**src/trs_pkg.sv**
```systemverilog
// ----------------------------------------------------------------------------
// trs_pkg: shared types and constants of the TLV record store
// Controller states, result codes, datapath command and status bundles.
// ----------------------------------------------------------------------------
package trs_pkg;

   // stored code byte of tag 0; tag t is stored as this plus t
   localparam logic [7:0] TAG_CODE_BASE = 8'h81;

   // request kinds
   localparam logic REQ_WRITE = 1'b0;
   localparam logic REQ_READ  = 1'b1;

   typedef enum logic [2:0] {
      ST_CLEAR,
      ST_IDLE,
      ST_LOOKUP,
      ST_LEN,
      ST_DATA,
      ST_HDR_LEN,
      ST_HDR_VAL,
      ST_DONE
   } trs_state_type;

   typedef enum logic [2:0] {
      STS_WRITTEN     = 3'd0,
      STS_DROPPED     = 3'd1,
      STS_NO_SPACE    = 3'd2,
      STS_NOT_FOUND   = 3'd3,
      STS_READ_OK     = 3'd4,
      STS_READ_BEYOND = 3'd5
   } trs_status_type;

   // memory address source
   typedef enum logic [1:0] {
      ADR_CLEAR,
      ADR_FREE,
      ADR_LEN,
      ADR_DATA
   } trs_addr_sel_type;

   // memory write data source
   typedef enum logic [1:0] {
      WR_ZERO,
      WR_CODE,
      WR_LEN,
      WR_VALUE
   } trs_wdata_sel_type;

   typedef struct packed {
      logic              req_ready;
      logic              clear_step;
      logic              mem_en;
      logic              mem_we;
      trs_addr_sel_type  addr_sel;
      trs_wdata_sel_type wdata_sel;
      logic              create;
      logic              slen_cap;
      logic              res_load;
      trs_status_type    res_status;
      logic              out_load;
   } trs_cmd_type;

   typedef struct packed {
      logic req_valid;
      logic clear_last;
      logic present;
      logic is_read;
      logic off_zero;
      logic fits;
      logic off_lt_len;
      logic len_zero;
      logic out_free;
   } trs_stat_type;

endpackage

```
**src/trs_req_if.sv**
```systemverilog
// ----------------------------------------------------------------------------
// trs_req_if: request channel of the TLV record store
// Valid/ready handshake carrying one byte read or write request.
// ----------------------------------------------------------------------------
interface trs_req_if;
   logic       valid;
   logic       ready;
   logic       req_type;
   logic [1:0] tag;
   logic [7:0] length;
   logic [7:0] offset;
   logic [7:0] value_byte;

   modport source (output valid, req_type, tag, length, offset, value_byte, input ready);
   modport sink   (input valid, req_type, tag, length, offset, value_byte, output ready);
endinterface

```
**src/trs_rsp_if.sv**
```systemverilog
// ----------------------------------------------------------------------------
// trs_rsp_if: response channel of the TLV record store
// Valid/ready handshake carrying one result per request.
// ----------------------------------------------------------------------------
interface trs_rsp_if;
   logic       valid;
   logic       ready;
   logic [2:0] status;
   logic [7:0] data_byte;
   logic [7:0] stored_length;
   logic       record_created;

   modport source (output valid, status, data_byte, stored_length, record_created,
                   input ready);
   modport sink   (input valid, status, data_byte, stored_length, record_created,
                   output ready);
endinterface

```
**src/trs_ctrl.sv**
```systemverilog
// ----------------------------------------------------------------------------
// trs_ctrl: sequencing state machine of the TLV record store
// Walks each item through lookup, memory accesses and result hand-off.
// ----------------------------------------------------------------------------
module trs_ctrl
   import trs_pkg::*;
(
   input  logic         clock,
   input  logic         reset,
   input  trs_stat_type stat,
   output trs_cmd_type  cmd
);

   trs_state_type state_ff;
   trs_state_type state_in;

   always_ff @(posedge clock) begin
      if (reset) begin
         state_ff <= ST_CLEAR;
      end else begin
         state_ff <= state_in;
      end
   end

   // next state
   always_comb begin
      state_in = state_ff;
      unique case (state_ff)
         ST_CLEAR: begin
            if (stat.clear_last) state_in = ST_IDLE;
         end
         ST_IDLE: begin
            if (stat.req_valid) state_in = ST_LOOKUP;
         end
         ST_LOOKUP: begin
            if (stat.present) begin
               state_in = ST_LEN;
            end else if (stat.is_read || !stat.off_zero || !stat.fits) begin
               state_in = ST_DONE;
            end else begin
               state_in = ST_HDR_LEN;
            end
         end
         ST_LEN: begin
            if (stat.is_read && stat.off_lt_len) state_in = ST_DATA;
            else                                 state_in = ST_DONE;
         end
         ST_DATA: begin
            state_in = ST_DONE;
         end
         ST_HDR_LEN: begin
            if (stat.len_zero) state_in = ST_DONE;
            else               state_in = ST_HDR_VAL;
         end
         ST_HDR_VAL: begin
            state_in = ST_DONE;
         end
         ST_DONE: begin
            if (stat.out_free) state_in = ST_IDLE;
         end
         default: begin
            state_in = ST_CLEAR;
         end
      endcase
   end

   // commands
   always_comb begin
      cmd = '0;
      unique case (state_ff)
         ST_CLEAR: begin
            cmd.mem_en     = 1'b1;
            cmd.mem_we     = 1'b1;
            cmd.addr_sel   = ADR_CLEAR;
            cmd.wdata_sel  = WR_ZERO;
            cmd.clear_step = 1'b1;
         end
         ST_IDLE: begin
            cmd.req_ready = 1'b1;
         end
         ST_LOOKUP: begin
            if (stat.present) begin
               cmd.mem_en   = 1'b1;
               cmd.addr_sel = ADR_LEN;
            end else if (stat.is_read || !stat.off_zero) begin
               cmd.res_load   = 1'b1;
               cmd.res_status = STS_NOT_FOUND;
            end else if (!stat.fits) begin
               cmd.res_load   = 1'b1;
               cmd.res_status = STS_NO_SPACE;
            end else begin
               cmd.create    = 1'b1;
               cmd.mem_en    = 1'b1;
               cmd.mem_we    = 1'b1;
               cmd.addr_sel  = ADR_FREE;
               cmd.wdata_sel = WR_CODE;
            end
         end
         ST_LEN: begin
            cmd.slen_cap = 1'b1;
            if (stat.is_read) begin
               if (stat.off_lt_len) begin
                  cmd.mem_en   = 1'b1;
                  cmd.addr_sel = ADR_DATA;
               end else begin
                  cmd.res_load   = 1'b1;
                  cmd.res_status = STS_READ_BEYOND;
               end
            end else begin
               cmd.res_load = 1'b1;
               if (stat.off_lt_len) begin
                  cmd.mem_en     = 1'b1;
                  cmd.mem_we     = 1'b1;
                  cmd.addr_sel   = ADR_DATA;
                  cmd.wdata_sel  = WR_VALUE;
                  cmd.res_status = STS_WRITTEN;
               end else begin
                  cmd.res_status = STS_DROPPED;
               end
            end
         end
         ST_DATA: begin
            cmd.res_load   = 1'b1;
            cmd.res_status = STS_READ_OK;
         end
         ST_HDR_LEN: begin
            cmd.mem_en    = 1'b1;
            cmd.mem_we    = 1'b1;
            cmd.addr_sel  = ADR_LEN;
            cmd.wdata_sel = WR_LEN;
            if (stat.len_zero) begin
               cmd.res_load   = 1'b1;
               cmd.res_status = STS_DROPPED;
            end
         end
         ST_HDR_VAL: begin
            cmd.mem_en     = 1'b1;
            cmd.mem_we     = 1'b1;
            cmd.addr_sel   = ADR_DATA;
            cmd.wdata_sel  = WR_VALUE;
            cmd.res_load   = 1'b1;
            cmd.res_status = STS_WRITTEN;
         end
         ST_DONE: begin
            cmd.out_load = stat.out_free;
         end
         default: begin
            cmd = '0;
         end
      endcase
   end

   // every reset restarts the memory clearing sweep
   a_reset_clears: assert property (@(posedge clock) reset |=> state_ff == ST_CLEAR)
      else $error("controller did not enter clearing sweep after reset");

endmodule

```
**src/trs_datapath.sv**
```systemverilog
// ----------------------------------------------------------------------------
// trs_datapath: byte memory, record registers and result registers
// Executes controller commands and reports lookup and compare status.
// ----------------------------------------------------------------------------
module trs_datapath
   import trs_pkg::*;
#(
   parameter int STORE_BYTES = 256
) (
   input  logic            clock,
   input  logic            reset,
   trs_req_if.sink         req_chan,
   trs_rsp_if.source       rsp_chan,
   input  trs_cmd_type     cmd,
   output trs_stat_type    stat
);

   localparam int AW   = $clog2(STORE_BYTES);
   localparam int FPW  = $clog2(STORE_BYTES + 1);
   localparam int SUMW = $clog2(STORE_BYTES + 258);

   logic [7:0]     store_mem [STORE_BYTES];

   // latched request
   logic           type_ff;
   logic [1:0]     tag_ff;
   logic [7:0]     len_ff;
   logic [7:0]     off_ff;
   logic [7:0]     vbyte_ff;

   // record bookkeeping
   logic [AW-1:0]  start_ff [4];
   logic [3:0]     start_vld_ff;
   logic [FPW-1:0] fp_ff;
   logic [AW-1:0]  clr_ff;
   logic           created_ff;

   logic [7:0]     rd_data_ff;
   logic [7:0]     slen_ff;

   // pending result
   trs_status_type res_status_ff;
   logic [7:0]     res_data_ff;
   logic [7:0]     res_slen_ff;
   logic           res_created_ff;

   // output register
   logic           out_valid_ff;
   trs_status_type out_status_ff;
   logic [7:0]     out_data_ff;
   logic [7:0]     out_slen_ff;
   logic           out_created_ff;

   logic           accept;
   logic           present;
   logic [AW-1:0]  start_addr;
   logic [AW-1:0]  data_addr;
   logic [AW-1:0]  mem_addr;
   logic [7:0]     mem_wdata;
   logic [SUMW-1:0] fit_sum;
   logic [7:0]     slen_val;

   assign accept     = req_chan.valid && cmd.req_ready;
   assign present    = start_vld_ff[tag_ff];
   assign start_addr = start_ff[tag_ff];
   assign data_addr  = start_addr + AW'(off_ff) + AW'(2);
   assign fit_sum    = SUMW'(fp_ff) + SUMW'(len_ff) + SUMW'(2);
   assign slen_val   = cmd.slen_cap ? rd_data_ff : slen_ff;

   always_comb begin
      unique case (cmd.addr_sel)
         ADR_CLEAR: mem_addr = clr_ff;
         ADR_FREE:  mem_addr = AW'(fp_ff);
         ADR_LEN:   mem_addr = start_addr + AW'(1);
         ADR_DATA:  mem_addr = data_addr;
         default:   mem_addr = '0;
      endcase
   end

   always_comb begin
      unique case (cmd.wdata_sel)
         WR_ZERO:  mem_wdata = 8'h00;
         WR_CODE:  mem_wdata = TAG_CODE_BASE + {6'b0, tag_ff};
         WR_LEN:   mem_wdata = len_ff;
         WR_VALUE: mem_wdata = vbyte_ff;
         default:  mem_wdata = 8'h00;
      endcase
   end

   // single-port byte memory, registered read
   always_ff @(posedge clock) begin
      if (cmd.mem_en) begin
         if (cmd.mem_we) begin
            store_mem[mem_addr] <= mem_wdata;
         end else begin
            rd_data_ff <= store_mem[mem_addr];
         end
      end
   end

   // control state
   always_ff @(posedge clock) begin
      if (reset) begin
         start_vld_ff <= '0;
         fp_ff        <= '0;
         clr_ff       <= '0;
         created_ff   <= 1'b0;
         out_valid_ff <= 1'b0;
      end else begin
         if (cmd.clear_step) clr_ff <= clr_ff + AW'(1);
         if (accept) created_ff <= 1'b0;
         if (cmd.create) begin
            start_vld_ff[tag_ff] <= 1'b1;
            fp_ff                <= FPW'(fit_sum);
            created_ff           <= 1'b1;
         end
         if (cmd.out_load)         out_valid_ff <= 1'b1;
         else if (rsp_chan.ready)  out_valid_ff <= 1'b0;
      end
   end

   // payload
   always_ff @(posedge clock) begin
      if (accept) begin
         type_ff  <= req_chan.req_type;
         tag_ff   <= req_chan.tag;
         len_ff   <= req_chan.length;
         off_ff   <= req_chan.offset;
         vbyte_ff <= req_chan.value_byte;
      end
      if (cmd.create) start_ff[tag_ff] <= AW'(fp_ff);
      if (cmd.slen_cap) slen_ff <= rd_data_ff;
      if (cmd.res_load) begin
         res_status_ff  <= cmd.res_status;
         res_data_ff    <= (cmd.res_status == STS_READ_OK) ? rd_data_ff : 8'h00;
         res_slen_ff    <= created_ff ? len_ff : (present ? slen_val : 8'h00);
         res_created_ff <= created_ff;
      end
      if (cmd.out_load) begin
         out_status_ff  <= res_status_ff;
         out_data_ff    <= res_data_ff;
         out_slen_ff    <= res_slen_ff;
         out_created_ff <= res_created_ff;
      end
   end

   assign req_chan.ready          = cmd.req_ready;
   assign rsp_chan.valid          = out_valid_ff;
   assign rsp_chan.status         = out_status_ff;
   assign rsp_chan.data_byte      = out_data_ff;
   assign rsp_chan.stored_length  = out_slen_ff;
   assign rsp_chan.record_created = out_created_ff;

   assign stat.req_valid  = req_chan.valid;
   assign stat.clear_last = (clr_ff == AW'(STORE_BYTES - 1));
   assign stat.present    = present;
   assign stat.is_read    = (type_ff == REQ_READ);
   assign stat.off_zero   = (off_ff == 8'h00);
   assign stat.fits       = (fit_sum <= SUMW'(STORE_BYTES));
   assign stat.off_lt_len = (off_ff < rd_data_ff);
   assign stat.len_zero   = (len_ff == 8'h00);
   assign stat.out_free   = !out_valid_ff || rsp_chan.ready;

   a_fp_in_range: assert property (@(posedge clock) disable iff (reset)
      fp_ff <= FPW'(STORE_BYTES))
      else $error("free pointer beyond store");

   a_created_status: assert property (@(posedge clock) disable iff (reset)
      (rsp_chan.valid && rsp_chan.record_created) |->
      (rsp_chan.status == STS_WRITTEN || rsp_chan.status == STS_DROPPED))
      else $error("record creation reported with wrong status");

   a_data_only_on_read: assert property (@(posedge clock) disable iff (reset)
      (rsp_chan.valid && rsp_chan.status != STS_READ_OK) |-> rsp_chan.data_byte == 8'h00)
      else $error("data byte nonzero outside a successful read");

endmodule

```
**src/tlv_record_store_top.sv**
```systemverilog
// ----------------------------------------------------------------------------
// tlv_record_store_top: tag-length-value record store, four tags
// Byte store of packed records (code, length, value bytes) with per-tag
// start registers; each item writes or reads at most one value byte.
// ----------------------------------------------------------------------------
//
//   channel    direction  handshake        payload
//   req_chan   in         valid / ready    req_type, tag, length, offset, value_byte
//   rsp_chan   out        valid / ready    status, data_byte, stored_length,
//                                          record_created
//
// Sequence: the single-port byte memory sets the steps of an item. For a
//   present tag the length byte is read first, then the value byte is read
//   or written; a missing tag or no space goes straight to the result; and a
//   new record needs header writes one byte per cycle.
// Reset: synchronous; afterwards a clearing sweep zeroes all STORE_BYTES bytes
//   of the store, one byte per cycle, with req_chan.ready low throughout.
// Stalls: the result sits in an output register, so the next item is taken
//   while the previous result waits on rsp_chan.ready.
//
module tlv_record_store_top
   import trs_pkg::*;
#(
   parameter int STORE_BYTES = 256
) (
   input  logic      clock,
   input  logic      reset,
   trs_req_if.sink   req_chan,
   trs_rsp_if.source rsp_chan
);

   trs_cmd_type  cmd;
   trs_stat_type stat;

   // sequencing: lookup, length read, value access, result hand-off
   trs_ctrl u_ctrl (
      .clock (clock),
      .reset (reset),
      .stat  (stat),
      .cmd   (cmd)
   );

   // memory, record start registers, free pointer, result registers
   trs_datapath #(
      .STORE_BYTES (STORE_BYTES)
   ) u_datapath (
      .clock    (clock),
      .reset    (reset),
      .req_chan (req_chan),
      .rsp_chan (rsp_chan),
      .cmd      (cmd),
      .stat     (stat)
   );

endmodule

```
**src/flat_wrapper.sv**
```systemverilog
// flat-port wrapper written by rule: the top's interface ports become plain ports
module tlv_record_store_top_flat import trs_pkg::*;
#(
   parameter int STORE_BYTES = 256
)
  (clock, reset, req_chan_valid, req_chan_req_type, req_chan_tag, req_chan_length, req_chan_offset, req_chan_value_byte, req_chan_ready, rsp_chan_valid, rsp_chan_status, rsp_chan_data_byte, rsp_chan_stored_length, rsp_chan_record_created, rsp_chan_ready);
  trs_req_if req_chan_i ();
  trs_rsp_if rsp_chan_i ();
  input  logic clock;
  input  logic reset;
  input wire logic [$bits(req_chan_i.valid)-1:0] req_chan_valid;
  input wire logic [$bits(req_chan_i.req_type)-1:0] req_chan_req_type;
  input wire logic [$bits(req_chan_i.tag)-1:0] req_chan_tag;
  input wire logic [$bits(req_chan_i.length)-1:0] req_chan_length;
  input wire logic [$bits(req_chan_i.offset)-1:0] req_chan_offset;
  input wire logic [$bits(req_chan_i.value_byte)-1:0] req_chan_value_byte;
  output wire logic [$bits(req_chan_i.ready)-1:0] req_chan_ready;
  output wire logic [$bits(rsp_chan_i.valid)-1:0] rsp_chan_valid;
  output wire logic [$bits(rsp_chan_i.status)-1:0] rsp_chan_status;
  output wire logic [$bits(rsp_chan_i.data_byte)-1:0] rsp_chan_data_byte;
  output wire logic [$bits(rsp_chan_i.stored_length)-1:0] rsp_chan_stored_length;
  output wire logic [$bits(rsp_chan_i.record_created)-1:0] rsp_chan_record_created;
  input wire logic [$bits(rsp_chan_i.ready)-1:0] rsp_chan_ready;
  assign req_chan_i.valid = req_chan_valid;
  assign req_chan_i.req_type = req_chan_req_type;
  assign req_chan_i.tag = req_chan_tag;
  assign req_chan_i.length = req_chan_length;
  assign req_chan_i.offset = req_chan_offset;
  assign req_chan_i.value_byte = req_chan_value_byte;
  assign req_chan_ready = req_chan_i.ready;
  assign rsp_chan_valid = rsp_chan_i.valid;
  assign rsp_chan_status = rsp_chan_i.status;
  assign rsp_chan_data_byte = rsp_chan_i.data_byte;
  assign rsp_chan_stored_length = rsp_chan_i.stored_length;
  assign rsp_chan_record_created = rsp_chan_i.record_created;
  assign rsp_chan_i.ready = rsp_chan_ready;
  tlv_record_store_top #(.STORE_BYTES(STORE_BYTES)) u_core (.clock(clock), .reset(reset), .req_chan(req_chan_i), .rsp_chan(rsp_chan_i));
endmodule
```
**config.mk**
```make
export PLATFORM = sky130hd
export DESIGN_NAME = tlv_record_store_top_flat
export DESIGN_NICKNAME = d
export VERILOG_FILES = /design/src/trs_pkg.sv /design/src/trs_req_if.sv /design/src/trs_rsp_if.sv /design/src/trs_ctrl.sv /design/src/trs_datapath.sv /design/src/tlv_record_store_top.sv /design/src/flat_wrapper.sv
export SDC_FILE = /design/constraint.sdc
export NUM_CORES = 2
export LEC_CHECK = 0
export BUFFER_PORTS_ARGS = -buffer_cell sky130_fd_sc_hd__buf_2
export CORE_ASPECT_RATIO = 0.8
export CORE_MARGIN = 2
export CORE_UTILIZATION = 65
export CTS_BUF_LIST = sky130_fd_sc_hd__clkbuf_8 sky130_fd_sc_hd__clkbuf_16
export DETAILED_ROUTE_END_ITERATION = 12
export PLACE_DENSITY = 0.78
export SYNTH_ARGS = -nofsm -noshare
export SYNTH_HDL_FRONTEND = slang
export SYNTH_SLANG_ARGS = --single-unit
```
**constraint.sdc**
```tcl
create_clock -name clock -period 10.9 [get_ports clock]
set_clock_uncertainty 0.05 [all_clocks]
set_input_delay 1.09 -clock clock [delete_from_list [all_inputs] [get_ports clock]]
set_output_delay 1.09 -clock clock [all_outputs]
set_load 0.005 [all_outputs]
```
==> impl_metrics.py <==
metrics = {
    "synth": {
        "syn-num-nets": 5705,
        "synthCells": 5630,
        "ys_ff_latch": 2191,
        "synth_warnings": 0,
        "synthArstFlopShare_pct": 0,
        "synth_xor_area_share_pct": 0.2022,
        "ys.flop_type": "edfxtp_1",
        "postSynthAreaPerCell_um2": 15.38,
        "synth-compound-area-share_pct": 7.921,
        "synth-seq-area-share_pct": 75.55,
        "synth_mux_area_share_pct": 6.884,
        "synth_area_leader_cell": "edfxtp_1",
        "synth_top_family_by_area": "compound AO/OA/AOI/OAI gates",
        "synthDistinctLibCells": 70,
        "synth_edf_count": 2155,
        "syn_area_um2": 86610,
        "synth_fa_ha_area_share_pct": 0.6530,
        "synth-simple-area-share_pct": 6.881,
        "synth.area.top_cells": "edfxtp_1 75%, nand2_1 3.7%, mux2i_1 3.5%",
        "synth_top_area_share_pct": 74.72,
    },
    "timing": {
        "period_needed_ns": 8.061,
        "slew_viol_final": 0,
        "setup_viol": 0,
        "maxSlewHeadroom_pct": 3.529,
        "tns_ns": 0,
        "max_slew.worst_pin.slew_ns": 1.436,
        "grt_setup_unrepaired": "false",
        "finalCritPeriodShare_pct": 73.96,
        "clock.fmax_mhz": 124.0,
        "finalHoldViolations": 0,
    },
    "worst_setup_path": {
        "crit_arrival_ns": 8.52,
        "crit_fanout": 100,
        "end_kind": "flop",
        "path_delay_family": "simple AND/OR/NAND/NOR gates",
        "crit_buf_inv": 4,
        "slowest_delay_ns": 1.16,
        "path_class": "reg -> reg",
        "worstPathRequired_ns": 11.36,
        "worstPathCellList": "inv_1 -> ha_1 -> inv_1 -> ha_1 -> fa_1 -> xor2_1 -> or4_1 -> a221o_1 -> a2111o_1 -> a221oi_1 -> or3_4 -> buf_4 -> buf_12 -> mux2i_1 -> a22oi_1 -> a32oi_1 -> a21oi_1 -> nor3_1 -> nand4_1",
        "crit_slowest_cell": "nor3_1",
        "critPathLaunchType": "flop",
    },
    "clock_network": {
        "cts_root_buf": "clkbuf_16",
        "cts_buffer_depth": 3,
        "cts.sinks": 2191,
        "clk_pin_slew_ns": 0.06,
        "post_cts_buffers": 0,
        "tritoncts": "done",
        "hold_buffers": 0,
        "htreeDepth": 4,
        "cts_buffers": 196,
        "clock_latency_ns": 0.83,
        "cts_resized": 0,
    },
    "route": {
        "wl_per_cell_um": 29.32,
        "ant_nets": 0,
        "postRouteWirelength_mm": 220.8,
        "routed_via_density": 6.868,
        "route.detailed.drc": 0,
        "drtPass1Iterations": 6,
        "vias": 51730,
        "drt_iter0_drc": 9084,
    },
    "placed_design": {
        "post-dp-hpwl_mm": 129.2,
        "port_buffers": 52,
        "dpl_cell_area_um2": 88460,
        "place.gp.congestion": 0.8908,
    },
    "final_layout": {
        "largest_reg_flops": 2048,
        "n_fill_cell": 7940,
        "final_cell_area_um2": 94550,
        "finalNetCount": 5684,
        "drive_gt1_share_pct": 9.924,
        "regArea_um2": 65430,
        "top_regs": "u_core.u_datapath.store_mem (2048), u_core.u_datapath.start_ff (32), u_core.u_datapath.fp_ff (9)",
        "top_register": "u_core.u_datapath.store_mem",
        "syn2layout_area_growth_pct": 9.162,
        "multiInputGateArea_um2": 19740,
    },
    "global_routing": {
        "grt_pass1_vias": 48880,
        "overflow": 0,
        "grtUsageTotal_pct": 32.35,
        "grt_max_degree": 200,
        "antenna_found_initial": 3,
        "grt_pass1_wl_mm": 321.7,
    },
    "die": {
        "io_pins": 53,
        "dieArea_um2": 136200,
        "die_width_um": 412.1,
        "fp-row-count": 119,
        "dieHeight_um": 330.5,
        "start_util_pct": 65.65,
        "core_area_um2": 131900,
    },
    "run_status": {
        "status": "completed",
    },
    "hold_path": {
        "hp-class": "reg -> reg",
    },
    "job": {
        "drv_cap": 0,
    },
    "pwr": {
        "vdd_ir_drop_max_mv": 0.4136,
        "p_leak_uw": 0.03239,
        "powerDensity_nw_per_um2": 241.4,
    },
}
layout make-up:
class                   count  area share, %
clock buffers             209          5.460
multi-input cells        3061          20.88
repair buffers            132          1.056
clock inverters           154         0.9555
diodes                      4        0.01059
inverters                  27         0.1072
flip-flops and latches   2191          69.21
well taps                1754          2.321
placed cells by master, fill, tap and decap left out, drive strengths merged, types with 42 or more instances in the layout:
cell    Yosys  routed
nand3     130     130
mux4      129     129
clkbuf    225     209
a22oi     204     204
clkinv      0      95
ha         42      42
nand2     861     861
o21ai      67      67
nor2      309     309
buf       126     132
mux2i     302     302
inv        27      77
edfxtp   2155    2155
o22ai     138     138
a21oi     536     536
worst paths after layout:
path	startpoint	slack, ns	cells after the start	endpoint
setup / recovery	u_core.u_datapath.fp_ff[1]$_SDFFE_PP0P_	2.84	19	u_core.u_datapath.rd_data_ff[5]$_DFFE_PP_
hold / removal	u_core.u_datapath.res_slen_ff[3]$_DFFE_PP_	0.37	0	u_core.u_datapath.rsp_chan.stored_length[3]$_DFFE_PP_
setup reg to reg	u_core.u_datapath.fp_ff[1]$_SDFFE_PP0P_	2.84	19	u_core.u_datapath.rd_data_ff[5]$_DFFE_PP_
hold reg to reg	u_core.u_datapath.res_slen_ff[3]$_DFFE_PP_	0.37	0	u_core.u_datapath.rsp_chan.stored_length[3]$_DFFE_PP_
cell families (layout without fill, tap and decap cells):
| group | Yosys count | after routing |
|---|---|---|
| AO/OA/AOI/OAI | 1116 | 1116 |
| XOR/XNOR | 20 | 20 |
| adder cells (fa/ha/maj) | 44 | 44 |
| buffers and inverters | 378 | 522 |
| flip-flops | 2191 | 2191 |
| multiplexers | 434 | 434 |
| other | 0 | 4 |
| AND/OR/NAND/NOR | 1447 | 1447 |
Yosys cell counts, types with 26 or more instances:
cell / number
a21oi_1: 536
nand3_1: 130
nand2_1: 861
buf_1: 26
a22oi_1: 204
buf_2: 78
ha_1: 42
clkbuf_1: 225
nor4_1: 39
mux2i_1: 302
edfxtp_1: 2155
o21ai_0: 62
nor2_1: 309
inv_1: 27
dfxtp_1: 36
o22ai_1: 138
nor3_1: 40
mux4_2: 129
power by group:
group          internal, µW  switching, µW
sequential             9530            105
combinational          2150           4480
clock                  3570           3000
layer usage:
metal  part of all wire [%]  up-vias  wire, µm  track usage (%)
met3                     14      503     30490            8.678
met5                 0.0059        -        13                0
met2                     45     3876     99130            47.40
li1                       -    21720         -                -
met4                    3.7        2      8219            12.10
met1                     38    25630     82960            47.38
through the flow:
stage / instances / util, % / total power, µW / hold slack [ns] / setup WS (ns)
final: 7532 / 71.67 / 22830 / 0.3670 / 2.839
after global routing: 7528 / 71.66 / 23530 / 0.3761 / 2.400
after CTS: 7528 / 71.66 / 22680 / 0.3536 / 3.062
after detailed placement: 7165 / 67.06 / 16210 / 0.3545 / 3.068
after global placement: 7165 / 67.06 / 16080 / 0.3509 / 3.050
after floorplan: 5630 / - / 14350 / 0.3503 / 3.663
Note: power is estimated with default switching activity, not from simulation.
